$ cat config.mk
export PLATFORM = sky130hd
export DESIGN_NAME = oss_cell
export DESIGN_NICKNAME = d
export VERILOG_FILES = /design/src/hdl/oss_pkg.sv /design/src/hdl/oss_cell.sv
export SDC_FILE = /design/constraint.sdc
export NUM_CORES = 1
export LEC_CHECK = 0
export BUFFER_PORTS_ARGS = -buffer_cell sky130_fd_sc_hd__clkbuf_2
export CORE_UTILIZATION = 43
export CTS_BUF_LIST = sky130_fd_sc_hd__clkbuf_16
export CTS_CLUSTER_DIAMETER = 40
export DETAILED_ROUTE_END_ITERATION = 10
export PLACE_DENSITY = 0.76
export SLEW_MARGIN = 20
export SYNTH_ARGS = -nofsm -noshare
export SYNTH_HDL_FRONTEND = slang
export SYNTH_SLANG_ARGS = --single-unit
$ cat constraint.sdc
create_clock -name clk -period 2.56 [get_ports clk]
set_input_delay 0.128 -clock clk [delete_from_list [all_inputs] [get_ports clk]]
set_output_delay 0.128 -clock clk [all_outputs]
set_load 0.1 [all_outputs]
$ cat src/hdl/oss_pkg.sv
`timescale 1ns / 1ps
// ----------------------------------------------------------------------------
// oss_pkg: shared types and constants for the segment sweep counter
// Sizes of the key chain, event and status codes, and the request and
// update records that travel between the top level and the key cells.
// ----------------------------------------------------------------------------
package oss_pkg;

  localparam int ACTIVE_DEPTH    = 64;
  localparam int COORD_BITS      = 16;
  localparam int IDX_W           = $clog2(ACTIVE_DEPTH);
  localparam int CNT_W           = $clog2(ACTIVE_DEPTH + 1);
  localparam int FUNC_W          = 2;
  localparam int STATUS_W        = 2;
  localparam int COUNT_W         = 7;
  localparam int TOTAL_W         = 32;
  localparam int COUNT_FIELD_MAX = 127;

  // event kinds; the fourth code does nothing
  localparam logic [FUNC_W-1:0] FN_START = 2'd0;
  localparam logic [FUNC_W-1:0] FN_END   = 2'd1;
  localparam logic [FUNC_W-1:0] FN_QUERY = 2'd2;

  typedef enum logic [STATUS_W-1:0] {
    ST_OK      = 2'd0,
    ST_DUP     = 2'd1,
    ST_MISSING = 2'd2,
    ST_FULL    = 2'd3
  } status_t;

  // request walking down the key chain, collecting lookup results
  typedef struct packed {
    logic                         valid;
    logic [FUNC_W-1:0]            func;
    logic signed [COORD_BITS-1:0] lo;
    logic signed [COORD_BITS-1:0] hi;
    logic                         found;
    logic [IDX_W-1:0]             match_idx;
    logic                         free_found;
    logic [IDX_W-1:0]             free_idx;
    logic [CNT_W-1:0]             count;
  } token_t;

  // update broadcast to all cells when a request retires
  typedef struct packed {
    logic                         set;
    logic                         clr;
    logic [IDX_W-1:0]             idx;
    logic signed [COORD_BITS-1:0] key;
  } commit_t;

endpackage

$ cat src/hdl/oss_cell.sv
`timescale 1ns / 1ps
// ----------------------------------------------------------------------------
// oss_cell: one key cell of the active set chain
// Holds one y value and its valid bit, checks the passing request against
// it and registers the updated request for the next cell.
// ----------------------------------------------------------------------------
module oss_cell
  import oss_pkg::*;
(
  input  logic             clk,
  input  logic             rst,
  input  logic [IDX_W-1:0] cell_idx,
  input  commit_t          commit,
  input  token_t           tok_in,
  output token_t           tok_out
);

  logic signed [COORD_BITS-1:0] key;
  logic                         valid;
  token_t                       tok_q;
  token_t                       tok_next;
  logic                         hit;
  logic                         in_range;

  always_comb begin
    hit      = valid && (key == tok_in.lo);
    in_range = valid && ($signed(key) >= $signed(tok_in.lo))
                     && ($signed(key) <= $signed(tok_in.hi));
    tok_next = tok_in;
    // keep the first match and the lowest free entry
    if (!tok_in.found && hit) begin
      tok_next.found     = 1'b1;
      tok_next.match_idx = cell_idx;
    end
    if (!tok_in.free_found && !valid) begin
      tok_next.free_found = 1'b1;
      tok_next.free_idx   = cell_idx;
    end
    tok_next.count = tok_in.count + CNT_W'(in_range);
  end

  always_ff @(posedge clk) begin
    if (rst) begin
      tok_q.valid <= 1'b0;
    end else begin
      tok_q <= tok_next;
    end
  end

  always_ff @(posedge clk) begin
    if (rst) begin
      valid <= 1'b0;
    end else if (commit.idx == cell_idx) begin
      if (commit.set) begin
        valid <= 1'b1;
      end else if (commit.clr) begin
        valid <= 1'b0;
      end
    end
  end

  always_ff @(posedge clk) begin
    if (commit.set && (commit.idx == cell_idx)) begin
      key <= commit.key;
    end
  end

  assign tok_out = tok_q;

endmodule

Yosys cells after proc, flatten, opt, wreduce, memory -nomap -nowiden
Index checks and enable logic that the tools add are counted.
{"block": "word_totals", "word_cells": 31, "regBits": 73, "out_inout_bits": 56, "in_bits": 88}
{"block": "op_classes", "eq_ne": 2, "reduce_logical": 11, "addsub": 1, "magnitude_cmp": 2, "n_mux": 4}
{"operator": "$eq 16x16->1", "count": 1}
{"operator": "$ge 16x16->1", "count": 1}
{"operator": "$le 16x16->1", "count": 1}
{"operator": "$mux 6", "count": 2}
{"operator": "$add 7x1->7", "count": 1}
{"operator": "$eq 6x6->1", "count": 1}
{"operator": "$logic_and 1x1->1", "count": 6}
{"operator": "$logic_not 1->1", "count": 3}
{"operator": "$mux 1", "count": 2}
{"operator": "$reduce_and 2->1", "count": 1}
{"operator": "$reduce_bool 2->1", "count": 1}

Logic depth before layout (Yosys ltp)
{"block": "logic_depth", "word_depth": 4, "ltp_mapped": 13, "ltp_nobuf": 13}

Worst setup path after synthesis
No wires, ideal clock.
{"block": "synth_path", "path_type": "reg-to-reg", "start": "reg key[15]", "end": "reg tok_q (netlist bit tok_out[6]) (data pin)", "required_time_ps": 2302, "path_stages_with_launch": 13, "setup_ps": 258, "path_buffers": 0, "slack_ps": -74, "period_less_slack_ps": 2634, "arrival_time_ps": 2377, "cell_sequence": "edfxtp_1 ha_1 nand4_1 or3_1 a21oi_2 nor3b_2 mux2i_1 a21oi_1 ha_1 ha_1 and3_1 nand3_1 xnor2_1"}
{"item": "start: declaration", "line": "oss_cell.sv:18", "rtl": "logic signed [COORD_BITS-1:0] key;"}
{"item": "start signal: assignment", "line": "oss_cell.sv:64", "rtl": "key <= commit.key;"}
{"item": "end signal: assignment", "line": "oss_cell.sv:46", "rtl": "tok_q <= tok_next;"}
{"item": "end: declaration", "line": "oss_cell.sv:20", "rtl": "token_t tok_q;"}

==> results.md <==
- The Yosys step of the flow raised 0 warnings.
- The worst hold-check slack is 0.00454 ns.
- The source-to-sink clock delay at the later pin of the worst-skew pair is 0.32 ns.
- Counting cells, the worst reg-to-reg path comes to 12.
- The detailed router finished its first iteration with 106 violations.
- Once placement finished, the instance area stood at 4420 um^2.
- The critical path arrival is 2.87 ns.
- The initial antenna violation count came to 0.
- 144 I/O pins were placed.
- 0 antenna diodes ended up in the layout.
- The TritonCTS clock tree is done.
- The checks that failed: setup timing.
- The aggregate global routing overflow is 0.
- The TritonCTS sink count is 73.
- The flow ran to the end, but the final reports show violations.
- Traced cell by cell, the critical path runs through ha_4, nand4_1, or3_4, a21oi_2, nor3b_2, mux2i_1, a21oi_1, ha_2, ha_4, and3_4, buf_4, xor2_1.
- The total leakage power is 2.33 nW.
- Across the VDD grid, the largest voltage drop is 467 uV.
- The pre-CTS worst setup slack is -0.258 ns.
- The gate count of the mapped netlist is 237.
- In the finished design, the share of the clock period the worst path needs comes to 1.09.
- For this configuration, the core starts out at a cell density of 0.455.
- The via count of the first global-routing pass was 2809.
- The setup TNS is -0.833 ns.
- The mean post-synth cell area is 14.2 um^2.
- The overall via count from detail_route is 2639.
- The count of endpoints failing hold in the final timing report came to 0.
- The share of synthesized area in the top cell type comes to 0.633.
- The number of port buffers is 143.
- For the pin with the worst max-slew slack, the measured transition is a little under 0.7 ns.
- For this design the ratio of total power to cell area is between 600 and 700 nW/um^2.
- The number of different library cells in the post-synthesis netlist is 31.
- The worst hold path class is in2reg.
- In the post-synthesis netlist, the biggest area contributors are sky130_fd_sc_hd__edfxtp_1 (63%), sky130_fd_sc_hd__ha_1 (13%), sky130_fd_sc_hd__mux2_2 (4.0%).
- For this run, the top clock speed supported by timing is between 300 and 400 MHz.
- The root buffer cell is sky130_fd_sc_hd__clkbuf_16.
- Of the cells placed in the final design, the portion with a size suffix greater than 1 is 0.450.
- The library cell used most frequently in the layout, excluding fill and tap cells, is sky130_fd_sc_hd__clkbuf_2.
- The first-pass GRT wire length is ~13000 um.
- The library cells used most frequently in the layout, excluding fill and tap cells, are sky130_fd_sc_hd__clkbuf_2 (143), sky130_fd_sc_hd__edfxtp_1 (71), sky130_fd_sc_hd__dlygate4sd3_1 (38).
- The largest driver fanout on the critical path is 3.
- The number of CTS-inserted buffers is 9.
- The H-tree depth is 3.
- After detailed routing, the average wire length per cell comes to 14.6 um.
- The overall routing resource usage is 0.212.
- The cell area that synthesis handed to floorplanning was 3370 um^2.
- Headroom to the max-slew limit came out at 0.549.
- The die is 90.5 um wide.
- The dominant combinational cell family by area after synthesis is adder cells.
- In this run, synthesis produced a sequential element count of between 70 and 80.
- Detailed placement finished with a half-perimeter wire length of roughly 5700 um.
- Setup repair after global routing could not meet its margin everywhere.
- The basic-gate share of the synthesized area counting and, or, nand and nor cells is 0.0702.
- Between clock sinks in the finished design, the worst skew comes to a little under 0.007 ns.
- The largest net degree at the start of global routing is 30.
- The slowest stage of the critical path belongs to the cell sky130_fd_sc_hd__edfxtp_1.
- The kind of end point of the critical path is a register.
- The routability-driven placement congestion ratio is 0.753.
- The aggregate routed wire length is 8070 um.
- The complex-gate fraction of the synthesized area is 0.0490.
- The total number of nets in the final design is 571.
- The die footprint is between 8000 and 9000 um^2.
- The most numerous cell type found on the critical path is sky130_fd_sc_hd__ha_4.
- The detail route stage leaves a number of antenna-violating nets equal to 0.
- The worst endpoint required time is between 2 and 3 ns.
- The startpoint class of the critical path is a register.
- Synthesis produced a netlist with a net count of 359.
- Across all setup checks in the final design, the least slack found is -0.238 ns.
- The critical path's largest stage delay is between 0.4 and 0.5 ns.
- For this run, design rule violations remaining after detail routing come to 0.
- The final-report max-slew violation count is 0.
- The detailed-routing iteration count for the pre-antenna-repair pass is 4.
- The clock transition time at the flip-flop clock pins of the worst setup and hold paths is ~0.060 ns.
- The floorplan has 31 rows.
- The startpoint-to-endpoint class of the critical path is reg2reg.
- Of the total synthesized cell area, the portion taken by full adders, half adders and majority gates is 0.126.
- The core region area is around 7400 um^2.
- The share of the yosys chip area belonging to registers is 0.645.
- The average via count per standard cell is ~4.8.
- Of all cell types, the one taking the most synthesized area is sky130_fd_sc_hd__edfxtp_1.
- The layout-stage area growth over the synthesis result is 51.9%.
- The final count of negative-setup-slack endpoints is 5.
- After synthesis, the share of cell area in mux cells is 0.0431.
- The cell count of the worst hold path is 1.
- The post-route minimum period is 2.80 ns.
- The cell area after layout is 5110 um^2.
- The floorplan step set the die height to 90.5 um.
- The maximum clock path buffer count is 2.
- After layout, the design draws a total of 3.32 mW.
- Across the run, the number of max-cap violations was 0.
- Of the total synthesized cell area, the portion taken by XOR and XNOR cells is 0.0286.
-- cell families after synthesis --
| logic type | count (synthesis) |
|---|---|
| xor gates and xnor gates | 11 |
| adders and majority gates | 34 |
| buffers and inverters | 34 |
| muxes | 13 |
| AOI/OAI and AO/OA | 28 |
| DFF | 73 |
| and+or+nand+nor | 44 |
-- final timing paths --
check	startpoint	to	slack, ns
max reg2reg	key[11]$_DFFE_PP_	tok_out[4]$_DFFE_PN_	-0.24
min reg2reg	valid$_SDFFE_PP0P_	tok_out[13]$_SDFFCE_PP1N_	0.61
min	tok_in[35]	tok_out[35]$_DFFE_PN_	0.005
max	key[11]$_DFFE_PP_	tok_out[4]$_DFFE_PN_	-0.24
-- state kept, by name, summed over array words and instances (netlist names) --
name     count
valid        1
tok_out     56
key         16
-- power by group --
part | leakage, nW | switching, mW | total (mW) | internal (mW)
Clock | 0.131 | 0.446 | 1.08 | 0.636
Sequential | 0.696 | 0.0196 | 1.41 | 1.39
Combinational | 1.51 | 0.634 | 0.830 | 0.196
Total | 2.33 | 1.10 | 3.32 | 2.22
-- metrics by stage --
| step | utilization | cells |
|---|---|---|
| 2_1_floorplan | - | 237 |
| 3_3_place_gp | 0.597 | 496 |
| 3_5_place_dp | 0.597 | 496 |
| 4_1_cts | 0.686 | 550 |
| 5_1_grt | 0.690 | 552 |
| 6_report | 0.690 | 552 |
-- what timing repair did --
item                                    in CTS  in global routing
hold buffers                                36                  2
endpoints found under the hold margin       36                  2
resized for setup                            4                  2
endpoints found under the setup margin       5                  6
buffers inserted                             4                  0
gates cloned                                 0                  0
pin swaps                                   11                  4
-- cell usage after synthesis (all sizes together) --
| library cell | number |
|---|---|
| o41ai | 1 |
| nand3 | 6 |
| inv | 34 |
| nand4 | 8 |
| edfxtp | 71 |
| and3 | 2 |
| a31oi | 1 |
| a41oi | 1 |
| mux2 | 12 |
| o211ai | 1 |
| nand2b | 2 |
| nor2b | 2 |
| and2 | 1 |
| o311ai | 1 |
| a21o | 1 |
| dfxtp | 2 |
| ha | 34 |
| nor3 | 3 |
| a21oi | 17 |
| xor2 | 4 |
| nor3b | 2 |
| nor2 | 7 |
| a221oi | 1 |
| o21ai | 4 |
| mux2i | 1 |
| xnor2 | 7 |
| or3 | 1 |
| nand2 | 10 |
-- layout make-up --
type	instances	area, um^2
clock buffer	9	225
clock inverter	6	28.8
fill	553	2290
inverter	34	128
multi-input combinational	130	1180
sequential	73	2170
tap	99	124
timing repair buffer	201	1260
-- per-layer routing --
metal / GRT usage / up-vias / part of all wire / wire [um]
met4: 0.0820 / 0 / 0.015 / 122
met1: 0.241 / 1225 / 0.40 / 3220
met2: 0.387 / 101 / 0.54 / 4340
met5: 0 / - / 0 / 0
met3: 0.0412 / 12 / 0.048 / 389
li1: - / 1301 / - / -
-- critical path, delay by kind of cell (launching register included) --
family | cells | cell delay (ns)
AO/OA/AOI/OAI | 2 | 0.20
flip-flops | 1 | 0.44
adder cells (fa/ha/maj) | 3 | 0.67
AND/OR/NAND/NOR | 4 | 0.78
buffers and inverters | 1 | 0.13
multiplexers | 1 | 0.18
XOR/XNOR | 1 | 0.13
(Power assumes the default switching activity.)
